## src/hdl/bswm_pkg.sv

```systemverilog
// ----------------------------------------------------------------------------
// bswm_pkg
// Shared types, address-decode constants and helpers for the bank switch
// mapper with IRQ counter.
// ----------------------------------------------------------------------------
`default_nettype none

package bswm_pkg;

    // operation codes
    localparam logic OP_WRITE = 1'b0;
    localparam logic OP_TICK  = 1'b1;

    // 4 KB windows (address bits 15:12)
    localparam logic [3:0] WIN_PRG       = 4'h8;
    localparam logic [3:0] WIN_CTL       = 4'h9;
    localparam logic [3:0] WIN_A000      = 4'hA;
    localparam logic [3:0] WIN_CHR_FIRST = 4'hB;
    localparam logic [3:0] WIN_CHR_LAST  = 4'hE;
    localparam logic [3:0] WIN_IRQ       = 4'hF;

    // register slots within a window
    localparam logic [1:0] SLOT_0 = 2'd0;
    localparam logic [1:0] SLOT_1 = 2'd1;
    localparam logic [1:0] SLOT_2 = 2'd2;
    localparam logic [1:0] SLOT_3 = 2'd3;

    // IRQ counter constants
    localparam logic        [8:0] COUNT_FIRE      = 9'h0FF;
    localparam logic        [8:0] COUNT_SAT       = 9'h100;
    localparam logic signed [9:0] PRESCALE_START  = 10'sd341;
    localparam logic signed [9:0] PRESCALE_STEP   = 10'sd3;
    localparam logic signed [9:0] PRESCALE_FLOOR  = -10'sd1;

    localparam logic [7:0] LAST_PRG_RESET = 8'd31;
    localparam logic [4:0] A000_RESET     = 5'd1;

    typedef struct packed {
        logic       hit;
        logic [1:0] slot;
    } t_slot_dec;

    typedef struct packed {
        logic       prg_wr;
        logic       mirror_wr;
        logic       swap_wr;
        logic       a000_wr;
        logic       chr_wr;
        logic       chr_hi;
        logic [2:0] chr_idx;
        logic [7:0] data;
    } t_map_cmd;

    typedef struct packed {
        logic       tick;
        logic       reload_lo;
        logic       reload_hi;
        logic       ctrl;
        logic       ack;
        logic [7:0] data;
    } t_irq_cmd;

    typedef struct packed {
        logic [7:0]      prg_select;
        logic            swap;
        logic [4:0]      a000;
        logic [7:0][7:0] chr;
        logic [1:0]      mirror;
    } t_map_state;

    // only a handful of low-address patterns select a register
    function automatic t_slot_dec decode_slot(input logic [11:0] low);
        t_slot_dec d;
        d.hit  = 1'b1;
        d.slot = SLOT_0;
        unique case (low)
            12'h000:          d.slot = SLOT_0;
            12'h001, 12'h004: d.slot = SLOT_1;
            12'h002, 12'h008: d.slot = SLOT_2;
            12'h003, 12'h00C: d.slot = SLOT_3;
            default:          d.hit  = 1'b0;
        endcase
        return d;
    endfunction

endpackage

`default_nettype wire

```

## src/hdl/bswm_if.sv

```systemverilog
// ----------------------------------------------------------------------------
// bswm_if
// Valid/ready channels of the mapper: CPU items in, bank mapping out, and
// the configuration write channel.
// ----------------------------------------------------------------------------
`default_nettype none

interface bswm_in_if;
    logic        valid;
    logic        ready;
    logic        operation;
    logic [15:0] address;
    logic [7:0]  write_data;

    modport source (output valid, output operation, output address,
                    output write_data, input ready);
    modport sink   (input valid, input operation, input address,
                    input write_data, output ready);
endinterface

interface bswm_out_if;
    logic        valid;
    logic        ready;
    logic [7:0]  prg_bank_8000;
    logic [4:0]  prg_bank_a000;
    logic [7:0]  prg_bank_c000;
    logic [63:0] chr_banks_packed;
    logic [1:0]  mirroring;
    logic        irq_line;

    modport source (output valid, output prg_bank_8000, output prg_bank_a000,
                    output prg_bank_c000, output chr_banks_packed,
                    output mirroring, output irq_line, input ready);
    modport sink   (input valid, input prg_bank_8000, input prg_bank_a000,
                    input prg_bank_c000, input chr_banks_packed,
                    input mirroring, input irq_line, output ready);
endinterface

interface bswm_cfg_if;
    logic       valid;
    logic       ready;
    logic [7:0] data;

    modport source (output valid, output data, input ready);
    modport sink   (input valid, input data, output ready);
endinterface

`default_nettype wire

```

## src/hdl/bank_switch_mapper_with_irq_counter_unit.sv

```systemverilog
// ----------------------------------------------------------------------------
// bank_switch_mapper_with_irq_counter_unit
// Bank switch mapper with scanline/cycle IRQ counter, one word per clock while the output is not stalled.
// ----------------------------------------------------------------------------
// Each input word (CPU write or CPU clock tick) is captured in an input
// register, decoded and applied to the bank and IRQ registers in one pass,
// and the resulting mapping plus IRQ line lands in a result register; one
// word per clock is sustained while the output is not stalled. The input
// register doubles as a skid stage, so one more word is taken while a
// result waits. The last-PRG-bank register (reset 31) is written through
// the configuration channel, which is always ready.
`default_nettype none

module bank_switch_mapper_with_irq_counter_unit
    import bswm_pkg::*;
(
    input  wire logic  i_clk,
    input  wire logic  i_rst_n,
    bswm_in_if.sink    i_in,
    bswm_cfg_if.sink   i_cfg,
    bswm_out_if.source o_out
);

    logic        r_in_valid;
    logic        r_op;
    logic [15:0] r_addr;
    logic [7:0]  r_data;
    logic [7:0]  r_last_prg;

    logic        r_out_valid;
    logic [7:0]  r_prg_8000;
    logic [4:0]  r_prg_a000;
    logic [7:0]  r_prg_c000;
    logic [63:0] r_chr;
    logic [1:0]  r_mirror;
    logic        r_irq;

    logic        w_accept;
    logic        w_advance;
    logic        w_step;
    t_map_cmd    w_map_cmd;
    t_irq_cmd    w_irq_cmd;
    t_map_state  w_map_next;
    logic        w_pending_next;
    logic [7:0]  w_sel;
    logic [7:0]  w_second_last;

    assign w_advance  = !r_out_valid || o_out.ready;
    assign i_in.ready = !r_in_valid || w_advance;
    assign w_accept   = i_in.valid && i_in.ready;
    assign w_step     = r_in_valid && w_advance;
    assign i_cfg.ready = 1'b1;

    always_ff @(posedge i_clk) begin
        if (!i_rst_n) begin
            r_in_valid <= 1'b0;
            r_last_prg <= LAST_PRG_RESET;
        end else begin
            if (w_accept) begin
                r_in_valid <= 1'b1;
            end else if (w_advance) begin
                r_in_valid <= 1'b0;
            end
            if (i_cfg.valid) begin
                r_last_prg <= i_cfg.data;
            end
        end
    end

    always_ff @(posedge i_clk) begin
        if (w_accept) begin
            r_op   <= i_in.operation;
            r_addr <= i_in.address;
            r_data <= i_in.write_data;
        end
    end

    bswm_decode u_decode (
        .i_op      (r_op),
        .i_addr    (r_addr),
        .i_data    (r_data),
        .o_map_cmd (w_map_cmd),
        .o_irq_cmd (w_irq_cmd)
    );

    bswm_banks u_banks (
        .i_clk   (i_clk),
        .i_rst_n (i_rst_n),
        .i_step  (w_step),
        .i_cmd   (w_map_cmd),
        .o_next  (w_map_next)
    );

    bswm_irq u_irq (
        .i_clk          (i_clk),
        .i_rst_n        (i_rst_n),
        .i_step         (w_step),
        .i_cmd          (w_irq_cmd),
        .o_next_pending (w_pending_next)
    );

    assign w_sel         = {3'b000, w_map_next.prg_select[4:0]};
    assign w_second_last = r_last_prg + 8'hFF;

    always_ff @(posedge i_clk) begin
        if (!i_rst_n) begin
            r_out_valid <= 1'b0;
        end else if (w_advance) begin
            r_out_valid <= r_in_valid;
        end
    end

    always_ff @(posedge i_clk) begin
        if (w_step) begin
            r_prg_8000 <= w_map_next.swap ? w_second_last : w_sel;
            r_prg_c000 <= w_map_next.swap ? w_sel : w_second_last;
            r_prg_a000 <= w_map_next.a000;
            r_chr      <= w_map_next.chr;
            r_mirror   <= w_map_next.mirror;
            r_irq      <= w_pending_next;
        end
    end

    assign o_out.valid            = r_out_valid;
    assign o_out.prg_bank_8000    = r_prg_8000;
    assign o_out.prg_bank_a000    = r_prg_a000;
    assign o_out.prg_bank_c000    = r_prg_c000;
    assign o_out.chr_banks_packed = r_chr;
    assign o_out.mirroring        = r_mirror;
    assign o_out.irq_line         = r_irq;

`ifndef NO_ASSERTIONS
    a_accept_fills: assert property (@(posedge i_clk) disable iff (!i_rst_n)
        w_accept |=> r_in_valid)
        else $error("accepted word not held in input register");

    a_step_result: assert property (@(posedge i_clk) disable iff (!i_rst_n)
        w_step |=> r_out_valid)
        else $error("applied word produced no result");

    a_skid_hold: assert property (@(posedge i_clk) disable iff (!i_rst_n)
        (r_in_valid && !w_advance) |=> (r_in_valid && $stable(r_addr) && $stable(r_op)))
        else $error("pending input word lost while output stalled");
`endif

endmodule

`default_nettype wire

```

## src/hdl/bswm_decode.sv

```systemverilog
// ----------------------------------------------------------------------------
// bswm_decode
// Splits one registered CPU word into bank-register and IRQ commands.
// ----------------------------------------------------------------------------
`default_nettype none

module bswm_decode
    import bswm_pkg::*;
(
    input  wire logic        i_op,
    input  wire logic [15:0] i_addr,
    input  wire logic [7:0]  i_data,
    output t_map_cmd         o_map_cmd,
    output t_irq_cmd         o_irq_cmd
);

    t_slot_dec  w_dec;
    logic [3:0] w_win;
    logic [3:0] w_chr_win;
    logic       w_wr;

    assign w_dec     = decode_slot(i_addr[11:0]);
    assign w_win     = i_addr[15:12];
    assign w_chr_win = w_win - WIN_CHR_FIRST;
    // windows below 8000 never hit
    assign w_wr      = (i_op == OP_WRITE) && i_addr[15] && w_dec.hit;

    always_comb begin
        o_map_cmd.prg_wr    = w_wr && (w_win == WIN_PRG);
        o_map_cmd.mirror_wr = w_wr && (w_win == WIN_CTL) && !w_dec.slot[0];
        o_map_cmd.swap_wr   = w_wr && (w_win == WIN_CTL) && w_dec.slot[0];
        o_map_cmd.a000_wr   = w_wr && (w_win == WIN_A000);
        o_map_cmd.chr_wr    = w_wr && (w_win >= WIN_CHR_FIRST) && (w_win <= WIN_CHR_LAST);
        o_map_cmd.chr_hi    = w_dec.slot[1];
        o_map_cmd.chr_idx   = {w_chr_win[1:0], w_dec.slot[0]};
        o_map_cmd.data      = i_data;

        o_irq_cmd.tick      = (i_op == OP_TICK);
        o_irq_cmd.reload_lo = w_wr && (w_win == WIN_IRQ) && (w_dec.slot == SLOT_0);
        o_irq_cmd.reload_hi = w_wr && (w_win == WIN_IRQ) && (w_dec.slot == SLOT_2);
        o_irq_cmd.ctrl      = w_wr && (w_win == WIN_IRQ) && (w_dec.slot == SLOT_1);
        o_irq_cmd.ack       = w_wr && (w_win == WIN_IRQ) && (w_dec.slot == SLOT_3);
        o_irq_cmd.data      = i_data;
    end

endmodule

`default_nettype wire

```

## src/hdl/bswm_banks.sv

```systemverilog
// ----------------------------------------------------------------------------
// bswm_banks
// PRG, CHR and mirroring registers; exports the post-write state.
// ----------------------------------------------------------------------------
`default_nettype none

module bswm_banks
    import bswm_pkg::*;
(
    input  wire logic i_clk,
    input  wire logic i_rst_n,
    input  wire logic i_step,
    input  t_map_cmd  i_cmd,
    output t_map_state o_next
);

    t_map_state r_map;
    t_map_state n_map;

    always_comb begin
        n_map = r_map;
        if (i_step) begin
            if (i_cmd.prg_wr) begin
                n_map.prg_select = i_cmd.data;
            end
            if (i_cmd.mirror_wr) begin
                n_map.mirror = i_cmd.data[1:0];
            end
            if (i_cmd.swap_wr) begin
                n_map.swap = i_cmd.data[1];
            end
            if (i_cmd.a000_wr) begin
                n_map.a000 = i_cmd.data[4:0];
            end
            if (i_cmd.chr_wr) begin
                if (i_cmd.chr_hi) begin
                    n_map.chr[i_cmd.chr_idx][7:4] = i_cmd.data[3:0];
                end else begin
                    n_map.chr[i_cmd.chr_idx][3:0] = i_cmd.data[3:0];
                end
            end
        end
    end

    always_ff @(posedge i_clk) begin
        if (!i_rst_n) begin
            r_map            <= '0;
            r_map.a000       <= A000_RESET;
        end else begin
            r_map <= n_map;
        end
    end

    assign o_next = n_map;

endmodule

`default_nettype wire

```

## src/hdl/bswm_irq.sv

```systemverilog
// ----------------------------------------------------------------------------
// bswm_irq
// IRQ reload/control registers, scanline prescaler and 9-bit counter.
// ----------------------------------------------------------------------------
`default_nettype none

module bswm_irq
    import bswm_pkg::*;
(
    input  wire logic i_clk,
    input  wire logic i_rst_n,
    input  wire logic i_step,
    input  t_irq_cmd  i_cmd,
    output logic      o_next_pending
);

    logic [7:0]        r_reload;
    logic [8:0]        r_count;
    logic signed [9:0] r_presc;
    logic              r_cycle;
    logic              r_en;
    logic              r_eaa;
    logic              r_pending;

    logic [7:0]        n_reload;
    logic [8:0]        n_count;
    logic signed [9:0] n_presc;
    logic              n_cycle;
    logic              n_en;
    logic              n_eaa;
    logic              n_pending;

    logic [8:0]        w_cnt_inc;
    logic              w_fire;
    logic [8:0]        w_cnt_step;
    logic              w_presc_pos;

    // counter holds at 0x100 once past the fire value
    assign w_cnt_inc   = (r_count < COUNT_SAT) ? (r_count + 9'd1) : r_count;
    assign w_fire      = (w_cnt_inc == COUNT_FIRE);
    assign w_cnt_step  = w_fire ? {1'b0, r_reload} : w_cnt_inc;
    assign w_presc_pos = (r_presc > 10'sd0);

    always_comb begin
        n_reload  = r_reload;
        n_count   = r_count;
        n_presc   = r_presc;
        n_cycle   = r_cycle;
        n_en      = r_en;
        n_eaa     = r_eaa;
        n_pending = r_pending;
        if (i_step) begin
            if (i_cmd.tick) begin
                if (r_en) begin
                    if (r_cycle || !w_presc_pos) begin
                        n_count = w_cnt_step;
                        if (w_fire) begin
                            n_pending = 1'b1;
                        end
                        if (!r_cycle) begin
                            n_presc = PRESCALE_START;
                        end
                    end else begin
                        n_presc = r_presc - PRESCALE_STEP;
                    end
                end
            end else if (i_cmd.reload_lo) begin
                n_reload[3:0] = i_cmd.data[3:0];
            end else if (i_cmd.reload_hi) begin
                n_reload[7:4] = i_cmd.data[3:0];
            end else if (i_cmd.ctrl) begin
                n_cycle   = i_cmd.data[2];
                n_en      = i_cmd.data[1];
                n_eaa     = i_cmd.data[0];
                n_pending = 1'b0;
                if (i_cmd.data[1]) begin
                    n_count = {1'b0, r_reload};
                    n_presc = PRESCALE_START;
                end
            end else if (i_cmd.ack) begin
                n_pending = 1'b0;
                n_en      = r_eaa;
            end
        end
    end

    always_ff @(posedge i_clk) begin
        if (!i_rst_n) begin
            r_reload  <= '0;
            r_count   <= '0;
            r_presc   <= PRESCALE_START;
            r_cycle   <= 1'b0;
            r_en      <= 1'b0;
            r_eaa     <= 1'b0;
            r_pending <= 1'b0;
        end else begin
            r_reload  <= n_reload;
            r_count   <= n_count;
            r_presc   <= n_presc;
            r_cycle   <= n_cycle;
            r_en      <= n_en;
            r_eaa     <= n_eaa;
            r_pending <= n_pending;
        end
    end

    assign o_next_pending = n_pending;

`ifndef NO_ASSERTIONS
    a_idle_tick: assert property (@(posedge i_clk) disable iff (!i_rst_n)
        (i_step && i_cmd.tick && !r_en)
        |=> ($stable(r_count) && $stable(r_presc) && $stable(r_pending)))
        else $error("disabled tick changed IRQ state");

    a_count_range: assert property (@(posedge i_clk) disable iff (!i_rst_n)
        r_count <= COUNT_SAT)
        else $error("IRQ counter above saturation value");

    a_presc_range: assert property (@(posedge i_clk) disable iff (!i_rst_n)
        (r_presc <= PRESCALE_START) && (r_presc >= PRESCALE_FLOOR))
        else $error("prescaler out of range");

    a_raise_on_tick: assert property (@(posedge i_clk) disable iff (!i_rst_n)
        $rose(r_pending) |-> $past(i_step && i_cmd.tick))
        else $error("IRQ raised without a tick");
`endif

endmodule

`default_nettype wire
```

## src/flat_wrapper.sv

```systemverilog
// flat-port wrapper written by rule: the top's interface ports become plain ports
module bank_switch_mapper_with_irq_counter_unit_flat import bswm_pkg::*;
  (i_clk, i_rst_n, i_in_valid, i_in_operation, i_in_address, i_in_write_data, i_in_ready, i_cfg_valid, i_cfg_data, i_cfg_ready, o_out_valid, o_out_prg_bank_8000, o_out_prg_bank_a000, o_out_prg_bank_c000, o_out_chr_banks_packed, o_out_mirroring, o_out_irq_line, o_out_ready);
  bswm_in_if i_in_i ();
  bswm_cfg_if i_cfg_i ();
  bswm_out_if o_out_i ();
  input  wire logic i_clk;
  input  wire logic i_rst_n;
  input wire logic [$bits(i_in_i.valid)-1:0] i_in_valid;
  input wire logic [$bits(i_in_i.operation)-1:0] i_in_operation;
  input wire logic [$bits(i_in_i.address)-1:0] i_in_address;
  input wire logic [$bits(i_in_i.write_data)-1:0] i_in_write_data;
  output wire logic [$bits(i_in_i.ready)-1:0] i_in_ready;
  input wire logic [$bits(i_cfg_i.valid)-1:0] i_cfg_valid;
  input wire logic [$bits(i_cfg_i.data)-1:0] i_cfg_data;
  output wire logic [$bits(i_cfg_i.ready)-1:0] i_cfg_ready;
  output wire logic [$bits(o_out_i.valid)-1:0] o_out_valid;
  output wire logic [$bits(o_out_i.prg_bank_8000)-1:0] o_out_prg_bank_8000;
  output wire logic [$bits(o_out_i.prg_bank_a000)-1:0] o_out_prg_bank_a000;
  output wire logic [$bits(o_out_i.prg_bank_c000)-1:0] o_out_prg_bank_c000;
  output wire logic [$bits(o_out_i.chr_banks_packed)-1:0] o_out_chr_banks_packed;
  output wire logic [$bits(o_out_i.mirroring)-1:0] o_out_mirroring;
  output wire logic [$bits(o_out_i.irq_line)-1:0] o_out_irq_line;
  input wire logic [$bits(o_out_i.ready)-1:0] o_out_ready;
  assign i_in_i.valid = i_in_valid;
  assign i_in_i.operation = i_in_operation;
  assign i_in_i.address = i_in_address;
  assign i_in_i.write_data = i_in_write_data;
  assign i_in_ready = i_in_i.ready;
  assign i_cfg_i.valid = i_cfg_valid;
  assign i_cfg_i.data = i_cfg_data;
  assign i_cfg_ready = i_cfg_i.ready;
  assign o_out_valid = o_out_i.valid;
  assign o_out_prg_bank_8000 = o_out_i.prg_bank_8000;
  assign o_out_prg_bank_a000 = o_out_i.prg_bank_a000;
  assign o_out_prg_bank_c000 = o_out_i.prg_bank_c000;
  assign o_out_chr_banks_packed = o_out_i.chr_banks_packed;
  assign o_out_mirroring = o_out_i.mirroring;
  assign o_out_irq_line = o_out_i.irq_line;
  assign o_out_i.ready = o_out_ready;
  bank_switch_mapper_with_irq_counter_unit u_core (.i_clk(i_clk), .i_rst_n(i_rst_n), .i_in(i_in_i), .i_cfg(i_cfg_i), .o_out(o_out_i));
endmodule
```

## config.mk

```make
export PLATFORM = sky130hd
export DESIGN_NAME = bank_switch_mapper_with_irq_counter_unit_flat
export DESIGN_NICKNAME = d
export VERILOG_FILES = /design/src/hdl/bswm_pkg.sv /design/src/hdl/bswm_if.sv /design/src/hdl/bank_switch_mapper_with_irq_counter_unit.sv /design/src/hdl/bswm_decode.sv /design/src/hdl/bswm_banks.sv /design/src/hdl/bswm_irq.sv /design/src/flat_wrapper.sv
export SDC_FILE = /design/constraint.sdc
export NUM_CORES = 1
export LEC_CHECK = 0
export ABC_AREA = 1
export BUFFER_PORTS_ARGS = -buffer_cell sky130_fd_sc_hd__buf_2
export CORE_MARGIN = 2
export CORE_UTILIZATION = 52
export DETAILED_ROUTE_END_ITERATION = 8
export HOLD_SLACK_MARGIN = 0.06
export PLACE_DENSITY = 0.79
export SLEW_MARGIN = 20
export SYNTH_ARGS = -nofsm -noshare
export SYNTH_HDL_FRONTEND = slang
export SYNTH_HIERARCHICAL = 1
export SYNTH_SLANG_ARGS = --single-unit
export TNS_END_PERCENT = 1
```

## constraint.sdc

```tcl
create_clock -name i_clk -period 8.9 [get_ports i_clk]
set_input_delay 2.67 -clock i_clk [delete_from_list [all_inputs] [get_ports i_clk]]
set_output_delay 2.67 -clock i_clk [all_outputs]
set_load 0.05 [all_outputs]
```

==> impl_metrics.xml, run 1 <==
<?xml version="1.0" encoding="UTF-8"?>
<metrics>
  <group name="route">
    <metric name="drc" unit="">11</metric>
    <metric name="initialDrtViolationCount" unit="">470</metric>
    <metric name="routedWlPerCell" unit="um">12.8</metric>
    <metric name="detailroute.via_count" unit="">7320</metric>
    <metric name="detail_route.wirelength" unit="um">19200</metric>
    <metric name="detail-route-antenna-nets" unit="">0</metric>
    <metric name="first_pass_iters" unit="">9</metric>
    <metric name="detail_route.vias_per_cell" unit="">4.87</metric>
  </group>
  <group name="setup_path">
    <metric name="timing.reg2reg.worst_path_depth" unit="">12</metric>
    <metric name="cpLargestDelayFamily" unit="">buffers and inverters</metric>
    <metric name="crit_path_max_incr_delay" unit="ns">0.23</metric>
    <metric name="req_time_crit_path" unit="ns">6.23</metric>
    <metric name="top_fanout_value_on_the_critical_path" unit="">3</metric>
    <metric name="setup.worst_path.start_class" unit="">input port</metric>
    <metric name="critical_path.n_buffers_inverters" unit="">3</metric>
    <metric name="end_kind" unit="">output port</metric>
    <metric name="worst_r2r_endpoint" unit="">u_core/o_out.prg_bank_c000[4]$_DFFE_PP_</metric>
    <metric name="worst_r2r_startpoint" unit="">u_core/r_op$_DFFE_PP_</metric>
    <metric name="setup.worst_path.class" unit="">input port to output port</metric>
    <metric name="arrival" unit="ns">3.23</metric>
    <metric name="worst_path_most_repeated_cell" unit="">buf_2</metric>
    <metric name="cp.depth" unit="">4</metric>
    <metric name="r2r_setup_slack" unit="ns">6.20</metric>
    <metric name="crit_slowest_cell" unit="">buf_2</metric>
    <metric name="cell_chain_critical_path" unit="">buf_2, inv_1, nand3_1, buf_2</metric>
  </group>
  <group name="floorplan">
    <metric name="die_width" unit="um">140</metric>
    <metric name="initial_core_utilization" unit="%">53.3</metric>
    <metric name="floorplan.core_area" unit="um2">18100</metric>
    <metric name="die-area" unit="um2">19600</metric>
    <metric name="num_rows" unit="">49</metric>
    <metric name="top_level_ports" unit="">129</metric>
    <metric name="chipHeight" unit="um">140</metric>
  </group>
  <group name="cts">
    <metric name="htree_levels" unit="">1</metric>
    <metric name="cts_resized" unit="">0</metric>
    <metric name="cts.path.max_buffers" unit="">3</metric>
    <metric name="clock_insertion_delay_worst_skew" unit="ns">0.51</metric>
    <metric name="post_cts_hold_buffer_count" unit="">0</metric>
    <metric name="cts.sinks" unit="">228</metric>
    <metric name="tritoncts" unit="">built</metric>
    <metric name="clkTransAtPathRegs" unit="ns">0.06</metric>
    <metric name="numCtsBuffers" unit="">24</metric>
    <metric name="ctsRootBufferMaster" unit="">clkbuf_16</metric>
    <metric name="post_cts.repair.setup_buffers" unit="">0</metric>
  </group>
  <group name="sta">
    <metric name="number_of_endpoints_failing_setup_at_the_final_stage" unit="">0</metric>
    <metric name="worst_clock_skew" unit="ns">0.0117</metric>
    <metric name="fin_tns_setup" unit="ns">0</metric>
    <metric name="highest_attainable_clock_frequency" unit="MHz">169</metric>
    <metric name="min_period" unit="ns">5.90</metric>
    <metric name="final_hold_viol_count" unit="">0</metric>
    <metric name="max_slew_margin" unit="%">41.8</metric>
    <metric name="slew_limit_fails" unit="">0</metric>
    <metric name="min_period_over_period" unit="%">66.3</metric>
    <metric name="worstMarginPinSlew" unit="ns">0.872</metric>
    <metric name="rsz0062_at_grt" unit="">no</metric>
  </group>
  <group name="layout">
    <metric name="final_layout_size_suffix_gt1_share" unit="%">17.0</metric>
    <metric name="design.final.nets" unit="">1301</metric>
    <metric name="insertedDiodeCount" unit="">0</metric>
    <metric name="area.growth.synth_to_final" unit="%">16.3</metric>
  </group>
  <group name="grt">
    <metric name="global_route.usage.met1" unit="%">25.4</metric>
    <metric name="pin_count_of_the_biggest_net_entering_global_routing" unit="">65</metric>
    <metric name="grt_antenna_before_repair" unit="">0</metric>
    <metric name="grt_util_overall" unit="%">19.6</metric>
    <metric name="grt.met3_usage" unit="%">3.56</metric>
    <metric name="grt_first_pass_wirelength" unit="um">31700</metric>
    <metric name="global_route.usage.met2" unit="%">33.7</metric>
    <metric name="gr-total-overflow" unit="">0</metric>
    <metric name="via_count_of_the_first_global_routing_pass" unit="">6836</metric>
    <metric name="grt.busiest_layer" unit="">met2</metric>
  </group>
  <group name="worst_hold_path">
    <metric name="worst_hold_path.num_cells" unit="">2</metric>
    <metric name="hold_path_end" unit="">u_core/u_irq/r_reload[7]$_SDFFE_PN0P_</metric>
    <metric name="hold_start" unit="">u_core/u_irq/r_reload[7]$_SDFFE_PN0P_</metric>
    <metric name="worst_hold_path_type" unit="">flip-flop to flip-flop</metric>
  </group>
  <group name="outcome">
    <metric name="failed_checks" unit="">design-rule violations</metric>
    <metric name="status" unit="">complete, but fails checks</metric>
  </group>
  <group name="place">
    <metric name="portBuffers" unit="">124</metric>
    <metric name="place_hpwl" unit="um">13100</metric>
    <metric name="gp_congestion" unit="">0.810</metric>
  </group>
  <group name="logic_synthesis">
    <metric name="synth_area" unit="um2">9640</metric>
    <metric name="synthesis_warning_total" unit="">6</metric>
    <metric name="syn-num-nets" unit="">1183</metric>
    <metric name="syn_avg_cell_area" unit="um2">8.48</metric>
    <metric name="syn_inst" unit="">1137</metric>
  </group>
  <group name="power">
    <metric name="cellLeakagePower" unit="nW">5.38</metric>
    <metric name="cell_area_power_density" unit="nW/um2">204</metric>
    <metric name="worst_vdd_drop" unit="mV">0.153</metric>
    <metric name="p_total" unit="mW">2.29</metric>
  </group>
  <group name="run">
    <metric name="timing.max_cap.violations" unit="">0</metric>
  </group>
</metrics>
## area by class of cell
type | instances | area, um2
clock inverter | 13 | 130
tap | 229 | 287
sequential | 228 | 5670
multi-input combinational | 673 | 3040
clock buffer | 31 | 689
fill | 1496 | 6880
inverter | 201 | 757
timing repair buffer | 127 | 643
## how the worst max path moves through the flow
| stage | slack (ns) | startpoint | end |
|---|---|---|---|
| global placement | 3.01 | o_out_ready | i_in_ready |
| floorplan | 0.20 | o_out_ready | u_core/o_out.prg_bank_8000[0]$_DFFE_PP_ |
| CTS | 3.00 | o_out_ready | i_in_ready |
| finish | 3.00 | o_out_ready | i_in_ready |
| global route | 2.96 | o_out_ready | i_in_ready |
| detailed placement | 3.00 | o_out_ready | i_in_ready |
## report_power, final
| part | internal (mW) | total, mW | switching [mW] |
|---|---|---|---|
| clock | 0.609 | 1.01 | 0.402 |
| combinational | 0.0294 | 0.140 | 0.110 |
| sequential | 1.12 | 1.14 | 0.0171 |
## flip-flops by register name, indices dropped and copies added (netlist names)
signal,count
u_core/u_banks/r_map,77
u_core/o_out.chr_banks_packed,64
u_core/r_addr,16
u_core/u_irq/r_presc,10
u_core/u_irq/r_count,9
u_core/o_out.prg_bank_8000,8
u_core/o_out.prg_bank_c000,8
u_core/r_last_prg,8
u_core/u_irq/r_reload,8
u_core/o_out.prg_bank_a000,5
u_core/r_data,5
u_core/o_out.mirroring,2
u_core/o_out.irq_line,1
u_core/o_out.valid,1
u_core/r_in_valid,1
u_core/r_op,1
u_core/u_irq/r_cycle,1
u_core/u_irq/r_eaa,1
u_core/u_irq/r_en,1
u_core/u_irq/r_pending,1
## stage by stage
stage / cells / instance area [um2] / utilization (%) / setup WS [ns] / hold WS (ns)
after detailed placement: 1458 / 10400 / 57.5 / 3.00 / 0.450
final: 1502 / 11200 / 62.0 / 3.00 / 0.456
after CTS: 1502 / 11200 / 62.0 / 3.00 / 0.460
after global placement: 1458 / 10400 / 57.5 / 3.01 / 0.443
after global routing: 1502 / 11200 / 62.0 / 2.96 / 0.486
after floorplan: 1137 / 9640 / - / 0.202 / 0.430
## worst register-to-register path: stages, from the launching register on
cell	delay (ns)
edfxtp_1	0.72
inv_1	0.18
nand2_1	0.10
nor2_4	0.18
nand3_2	0.09
nor2_1	0.09
nand2_1	0.06
inv_1	0.10
nand2_1	0.04
o21ai_0	0.13
inv_1	0.26
inv_1	0.35
o21ai_0	0.15
## layer usage
metal	share of wire (%)	wire (um)
met1	44	8390
met2	48	9150
met3	6.4	1220
met4	2.3	446
met5	0	0
## cell usage in the layout (no fill, tap or decap), drive strengths merged, types with 31 or more instances in the layout
cell type,count
inv,201
edfxtp,110
clkbuf,31
nor2,153
nand2,339
buf,127
nand3,43
a21oi,54
dfxtp,118
o21ai,55
No activity file was read; power rests on OpenSTA's default activity.
==> run 2, diff against run 1 <==
CORE_UTILIZATION = 58   (was 52)
PLACE_DENSITY = 0.83   (was 0.79)
clock period = 5.7 ns   (was 8.9 ns; I/O delays follow)
==> run 2 against run 1 <==
Net effect: the run now ends clean; largest cell class unchanged; critical path depth is the same; first-iteration DRC count grew 19%; sequential share of layout area is 0.50 points higher; flip-flop and latch count is the same; non-clock buffer count did not move; sequential power rose by 56%; hold slack better by 0.011 ns; setup slack worse by 1.3 ns; cell area is 0.97% lower; wire length grew 2.4%; combinational power rose by 57%; total power increased by 50%.
==> impl_metrics.xml, run 2 (synthesized netlist as in run 1, its figures left out) <==
<?xml version="1.0" encoding="UTF-8"?>
<metrics>
  <group name="outcome">
    <metric name="status" unit="">finished clean</metric>
  </group>
  <group name="place">
    <metric name="gp_congestion" unit="">0.837</metric>
    <metric name="place_hpwl" unit="um">13000</metric>
    <metric name="place_worst_setup_slack" unit="ns">1.72</metric>
    <metric name="portBuffers" unit="">124</metric>
  </group>
  <group name="sta">
    <metric name="fin_tns_setup" unit="ns">0</metric>
    <metric name="number_of_endpoints_failing_setup_at_the_final_stage" unit="">0</metric>
    <metric name="min_period" unit="ns">3.99</metric>
    <metric name="highest_attainable_clock_frequency" unit="MHz">251</metric>
    <metric name="min_period_over_period" unit="%">70.0</metric>
    <metric name="rsz0062_at_grt" unit="">no</metric>
    <metric name="final_hold_viol_count" unit="">0</metric>
    <metric name="worst_clock_skew" unit="ns">0.0177</metric>
    <metric name="holdWs" unit="ns">0.467</metric>
    <metric name="slew_limit_fails" unit="">0</metric>
    <metric name="worstMarginPinSlew" unit="ns">0.804</metric>
    <metric name="max_slew_margin" unit="%">46.3</metric>
    <metric name="setup_ws" unit="ns">1.71</metric>
  </group>
  <group name="floorplan">
    <metric name="top_level_ports" unit="">129</metric>
    <metric name="die_width" unit="um">133</metric>
    <metric name="num_rows" unit="">47</metric>
    <metric name="chipHeight" unit="um">133</metric>
    <metric name="floorplan.core_area" unit="um2">16400</metric>
    <metric name="die-area" unit="um2">17700</metric>
    <metric name="initial_core_utilization" unit="%">58.8</metric>
  </group>
  <group name="power">
    <metric name="switching_share" unit="%">23.3</metric>
    <metric name="cell_area_power_density" unit="nW/um2">310</metric>
    <metric name="cellInternalPower" unit="mW">2.64</metric>
    <metric name="seqPwrFrac" unit="%">51.7</metric>
    <metric name="worst_vdd_drop" unit="mV">0.255</metric>
    <metric name="power.share.combinational" unit="%">6.4</metric>
    <metric name="p_clk_share" unit="%">41.9</metric>
    <metric name="cellLeakagePower" unit="nW">5.32</metric>
    <metric name="p_switching" unit="mW">0.803</metric>
  </group>
  <group name="layout">
    <metric name="design.final.nets" unit="">1300</metric>
    <metric name="insertedDiodeCount" unit="">0</metric>
    <metric name="final_common_cell" unit="">nand2_1</metric>
    <metric name="registers.top_by_ff_count" unit="">u_core/u_banks/r_map</metric>
    <metric name="area.growth.synth_to_final" unit="%">15.1</metric>
    <metric name="largest_reg_flops" unit="">77</metric>
    <metric name="final_layout_size_suffix_gt1_share" unit="%">16.4</metric>
    <metric name="utilization" unit="%">67.7</metric>
    <metric name="layout_common_cells" unit="">nand2_1 (330), inv_1 (187), nor2_1 (139)</metric>
  </group>
  <group name="worst_hold_path">
    <metric name="worst_hold_path.num_cells" unit="">2</metric>
    <metric name="hold_path_end" unit="">u_core/u_banks/r_map[63]$_SDFF_PN0_</metric>
    <metric name="hold_start" unit="">u_core/u_banks/r_map[63]$_SDFF_PN0_</metric>
    <metric name="worst_hold_path_type" unit="">flip-flop to flip-flop</metric>
  </group>
  <group name="setup_path">
    <metric name="setup.worst_path.class" unit="">input port to output port</metric>
    <metric name="req_time_crit_path" unit="ns">3.99</metric>
    <metric name="top_fanout_value_on_the_critical_path" unit="">3</metric>
    <metric name="arrival" unit="ns">2.28</metric>
    <metric name="worst_r2r_endpoint" unit="">u_core/u_irq/r_presc[4]$_SDFFE_PN1P_</metric>
    <metric name="setup.worst_path.start_class" unit="">input port</metric>
    <metric name="timing.reg2reg.worst_path_depth" unit="">13</metric>
    <metric name="worst_r2r_startpoint" unit="">u_core/r_op$_DFFE_PP_</metric>
    <metric name="end_kind" unit="">output port</metric>
    <metric name="r2r_setup_slack" unit="ns">3.04</metric>
  </group>
  <group name="cts">
    <metric name="cts_resized" unit="">0</metric>
    <metric name="htree_levels" unit="">1</metric>
    <metric name="ctsRootBufferMaster" unit="">clkbuf_16</metric>
    <metric name="clkTransAtPathRegs" unit="ns">0.06</metric>
    <metric name="numCtsBuffers" unit="">23</metric>
    <metric name="tritoncts" unit="">built</metric>
    <metric name="post_cts_hold_buffer_count" unit="">0</metric>
    <metric name="clock_insertion_delay_worst_skew" unit="ns">0.51</metric>
    <metric name="post_cts.repair.setup_buffers" unit="">0</metric>
    <metric name="cts.path.max_buffers" unit="">3</metric>
    <metric name="cts.sinks" unit="">228</metric>
  </group>
  <group name="route">
    <metric name="initialDrtViolationCount" unit="">561</metric>
    <metric name="routedWlPerCell" unit="um">13.2</metric>
    <metric name="detail-route-antenna-nets" unit="">0</metric>
    <metric name="drc" unit="">0</metric>
    <metric name="detailroute.via_count" unit="">7412</metric>
    <metric name="detail_route.wirelength" unit="um">19700</metric>
    <metric name="detail_route.vias_per_cell" unit="">4.97</metric>
    <metric name="first_pass_iters" unit="">5</metric>
  </group>
  <group name="grt">
    <metric name="pin_count_of_the_biggest_net_entering_global_routing" unit="">58</metric>
    <metric name="gr-total-overflow" unit="">0</metric>
    <metric name="grt_antenna_before_repair" unit="">0</metric>
    <metric name="grt_util_overall" unit="%">22.4</metric>
    <metric name="via_count_of_the_first_global_routing_pass" unit="">7008</metric>
    <metric name="grt_first_pass_wirelength" unit="um">32400</metric>
  </group>
  <group name="run">
    <metric name="timing.max_cap.violations" unit="">0</metric>
  </group>
</metrics>
[run 2: worst max-delay path by stage]
stage	startpoint	to	slack, ns	cells past startpoint
final	o_out_ready	i_in_ready	1.71	4
after CTS	o_out_ready	i_in_ready	1.72	4
after global routing	o_out_ready	i_in_ready	1.67	4
after floorplan	o_out_ready	u_core/o_out.prg_bank_8000[0]$_DFFE_PP_	1.07	11
after detailed placement	o_out_ready	i_in_ready	1.72	4
after global placement	o_out_ready	i_in_ready	1.72	4
[run 2: final cells by class]
type,instances,area [um2]
clock buffer,31,606
multi-input combinational,673,3040
tap,220,275
clock inverter,11,116
inverter,201,757
sequential,228,5670
fill,1271,5310
timing repair buffer,127,643
[run 2: worst max-delay path: stages]
cell	delay, ns
buf_2	0.09
inv_1	0.12
nand3_1	0.12
buf_2	0.24
[run 2: power groups by stage]
stage	sequential (mW)	combinational (mW)	clock, mW
floorplan	1.89	0.0917	0
global placement	1.82	0.216	0
detailed placement	1.82	0.220	0
CTS	1.78	0.221	1.47
global route	1.79	0.237	1.53
finish	1.78	0.220	1.44
[run 2: metal layers]
layer | wire length, um | GRT usage [%] | vias to the layer above
met3 | 1290 | 3.64 | 43
met2 | 9730 | 39.0 | 244
met5 | 0 | 0 | -
met1 | 8090 | 28.5 | 3376
met4 | 555 | 7.83 | 0
li1 | - | - | 3749
[run 2: per-stage QoR]
| stage | total power, mW | cells | area [um2] |
|---|---|---|---|
| global placement | 2.03 | 1449 | 10400 |
| finish | 3.45 | 1491 | 11100 |
| CTS | 3.48 | 1491 | 11100 |
| detailed placement | 2.04 | 1449 | 10400 |
| global route | 3.55 | 1491 | 11100 |
| floorplan | 1.98 | 1137 | 9650 |
==> run 3, diff against run 2 <==
CORE_UTILIZATION = 52   (was 58)
PLACE_DENSITY = 0.79   (was 0.83)
clock period = 3.5 ns   (was 5.7 ns; I/O delays follow)
==> run 3 against run 2 <==
Net effect: sequential power is 63% higher; clock power is 86% higher; wire length hardly changed; register-to-register slack worse by 2.2 ns; count of clock-buffer cells in the layout is 3 lower; setup slack worse by 0.87 ns; largest power group unchanged; sequential share of layout area is 0.82 points lower; the flow now finishes with violations (design-rule violations); utilization is 5.3 points lower; via count is 0.38% lower; clock skew is 0.0035 ns lower.
==> impl_metrics.xml, run 3 (synthesized netlist as in run 1, its figures left out) <==
<?xml version="1.0" encoding="UTF-8"?>
<metrics>
  <group name="outcome">
    <metric name="status" unit="">complete, but fails checks</metric>
    <metric name="failed_checks" unit="">design-rule violations</metric>
  </group>
  <group name="floorplan">
    <metric name="floorplan.core_area" unit="um2">18100</metric>
    <metric name="initial_core_utilization" unit="%">53.3</metric>
    <metric name="die_width" unit="um">140</metric>
    <metric name="num_rows" unit="">49</metric>
    <metric name="chipHeight" unit="um">140</metric>
    <metric name="die-area" unit="um2">19600</metric>
    <metric name="top_level_ports" unit="">129</metric>
  </group>
  <group name="place">
    <metric name="portBuffers" unit="">124</metric>
    <metric name="dpl.cell_count" unit="">1460</metric>
    <metric name="place_hpwl" unit="um">13400</metric>
    <metric name="gp_congestion" unit="">0.839</metric>
  </group>
  <group name="run">
    <metric name="timing.max_cap.violations" unit="">0</metric>
  </group>
  <group name="sta">
    <metric name="slew_limit_fails" unit="">0</metric>
    <metric name="max_slew_margin" unit="%">45.9</metric>
    <metric name="worst_clock_skew" unit="ns">0.0142</metric>
    <metric name="highest_attainable_clock_frequency" unit="MHz">375</metric>
    <metric name="worstMarginPinSlew" unit="ns">0.811</metric>
    <metric name="fin_tns_setup" unit="ns">0</metric>
    <metric name="rsz0062_at_grt" unit="">no</metric>
    <metric name="min_period_over_period" unit="%">76.1</metric>
    <metric name="min_period" unit="ns">2.66</metric>
    <metric name="final_hold_viol_count" unit="">0</metric>
    <metric name="holdWs" unit="ns">0.458</metric>
    <metric name="number_of_endpoints_failing_setup_at_the_final_stage" unit="">0</metric>
  </group>
  <group name="worst_hold_path">
    <metric name="worst_hold_path_type" unit="">flip-flop to flip-flop</metric>
  </group>
  <group name="cts">
    <metric name="ctsRootBufferMaster" unit="">clkbuf_16</metric>
    <metric name="clkTransAtPathRegs" unit="ns">0.06</metric>
    <metric name="cts_resized" unit="">0</metric>
    <metric name="post_cts.repair.setup_buffers" unit="">0</metric>
    <metric name="tritoncts" unit="">built</metric>
    <metric name="clock_insertion_delay_worst_skew" unit="ns">0.51</metric>
    <metric name="htree_levels" unit="">1</metric>
    <metric name="cts.path.max_buffers" unit="">3</metric>
    <metric name="cts.sinks" unit="">228</metric>
    <metric name="numCtsBuffers" unit="">24</metric>
    <metric name="post_cts_hold_buffer_count" unit="">0</metric>
  </group>
  <group name="setup_path">
    <metric name="crit_slowest_cell" unit="">buf_2</metric>
    <metric name="arrival" unit="ns">1.61</metric>
    <metric name="setup.worst_path.start_class" unit="">input port</metric>
    <metric name="cpLargestDelayFamily" unit="">buffers and inverters</metric>
    <metric name="worst_path_most_repeated_cell" unit="">buf_2</metric>
    <metric name="top_fanout_value_on_the_critical_path" unit="">3</metric>
    <metric name="cell_chain_critical_path" unit="">buf_2, inv_12, nand3_1, buf_2</metric>
    <metric name="critical_path.n_buffers_inverters" unit="">3</metric>
    <metric name="req_time_crit_path" unit="ns">2.45</metric>
    <metric name="setup.worst_path.class" unit="">input port to output port</metric>
    <metric name="crit_path_max_incr_delay" unit="ns">0.27</metric>
    <metric name="end_kind" unit="">output port</metric>
  </group>
  <group name="route">
    <metric name="drc" unit="">9</metric>
    <metric name="detail_route.wirelength" unit="um">19700</metric>
    <metric name="first_pass_iters" unit="">9</metric>
    <metric name="initialDrtViolationCount" unit="">498</metric>
    <metric name="detailroute.via_count" unit="">7384</metric>
    <metric name="detail_route.vias_per_cell" unit="">4.91</metric>
    <metric name="detail-route-antenna-nets" unit="">0</metric>
    <metric name="routedWlPerCell" unit="um">13.1</metric>
  </group>
  <group name="grt">
    <metric name="grt_first_pass_wirelength" unit="um">32000</metric>
    <metric name="pin_count_of_the_biggest_net_entering_global_routing" unit="">47</metric>
    <metric name="via_count_of_the_first_global_routing_pass" unit="">6776</metric>
    <metric name="grt_antenna_before_repair" unit="">0</metric>
    <metric name="gr-total-overflow" unit="">0</metric>
    <metric name="grt_util_overall" unit="%">19.9</metric>
  </group>
  <group name="layout">
    <metric name="area.growth.synth_to_final" unit="%">17.0</metric>
    <metric name="design.final.nets" unit="">1303</metric>
    <metric name="n_fill_cell" unit="">1466</metric>
    <metric name="instances_no_fill" unit="">1504</metric>
    <metric name="final_common_cell" unit="">nand2_1</metric>
    <metric name="largest_reg_flops" unit="">77</metric>
    <metric name="registers.top_by_ff_count" unit="">u_core/u_banks/r_map</metric>
    <metric name="insertedDiodeCount" unit="">0</metric>
    <metric name="utilization" unit="%">62.4</metric>
    <metric name="layout_common_cells" unit="">nand2_1 (330), inv_1 (185), nor2_1 (139)</metric>
    <metric name="final_layout_size_suffix_gt1_share" unit="%">17.1</metric>
    <metric name="regArea" unit="um2">5670</metric>
    <metric name="multiInputGateArea" unit="um2">3040</metric>
  </group>
  <group name="power">
    <metric name="p_switching" unit="mW">1.32</metric>
    <metric name="switching_share" unit="%">22.2</metric>
    <metric name="p_total" unit="mW">5.95</metric>
    <metric name="seqPwrFrac" unit="%">48.7</metric>
    <metric name="cellInternalPower" unit="mW">4.63</metric>
    <metric name="cellLeakagePower" unit="nW">5.41</metric>
    <metric name="worst_vdd_drop" unit="mV">0.448</metric>
    <metric name="p_clk_share" unit="%">45.1</metric>
    <metric name="power.share.combinational" unit="%">6.2</metric>
    <metric name="cell_area_power_density" unit="nW/um2">527</metric>
  </group>
</metrics>
run 3: cell types whose count changed in the layout (fill, tap and decap cells not counted), moves of 3 or more:
cell,delta
o21ai_1,+4
clkbuf_1,-6
o21ai_0,-4
clkinv_1,+3
bufinv_16,+3
run 3: final timing paths:
kind / end / cells after the start / slack [ns] / start
worst max register to register: u_core/o_out.chr_banks_packed[55]$_DFFE_PP_ / 11 / 0.88 / u_core/r_addr[12]$_DFFE_PP_
worst max-delay path: i_in_ready / 4 / 0.84 / o_out_ready
worst min-delay path: u_core/u_irq/r_reload[6]$_SDFFE_PN0P_ / 2 / 0.46 / u_core/u_irq/r_reload[6]$_SDFFE_PN0P_
worst min register to register: u_core/u_irq/r_reload[6]$_SDFFE_PN0P_ / 2 / 0.46 / u_core/u_irq/r_reload[6]$_SDFFE_PN0P_
run 3: metal layers:
metal	routed length [um]	global-route usage, %	share of wire (%)	vias up
met5	0	0	0	-
met4	368	6.06	1.9	0
met3	1350	3.38	6.8	27
met2	9260	33.2	47	246
met1	8700	26.7	44	3359
li1	-	-	-	3752
run 3: power groups by stage:
stage          Sequential [mW]  Combinational (mW)  Clock [mW]
6_report                  2.90               0.371        2.68
5_1_grt                   2.90               0.399        2.84
4_1_cts                   2.90               0.373        2.75
3_5_place_dp              2.95               0.372           0
3_3_place_gp              2.95               0.367           0
2_1_floorplan             3.08               0.150           0
run 3: cell type report:
type	instances	share of cell area (%)
Timing Repair Buffer	129	5.94
Clock inverter	16	1.81
Tap cell	229	2.54
Inverter	201	6.82
Clock buffer	28	5.73
Sequential cell	228	50.2
Multi-Input combinational cell	673	26.9
run 3: stage by stage:
| step | cell area (um2) | setup WS (ns) |
|---|---|---|
| final | 11300 | 0.835 |
| after global routing | 11300 | 0.626 |
| after CTS | 11300 | 0.833 |
| after detailed placement | 10400 | 0.599 |
| after global placement | 10400 | 0.641 |
| after floorplan | 9680 | -0.317 |
run 3: worst reg2reg max path: cells and delay by family (launching register included):
kind	cells	cell delay (ns)
buffers and inverters	2	0.36
AND/OR/NAND/NOR	7	1.24
flip-flops	1	0.42
AO/OA/AOI/OAI	1	0.12
adder cells (fa/ha/maj)	1	0.24
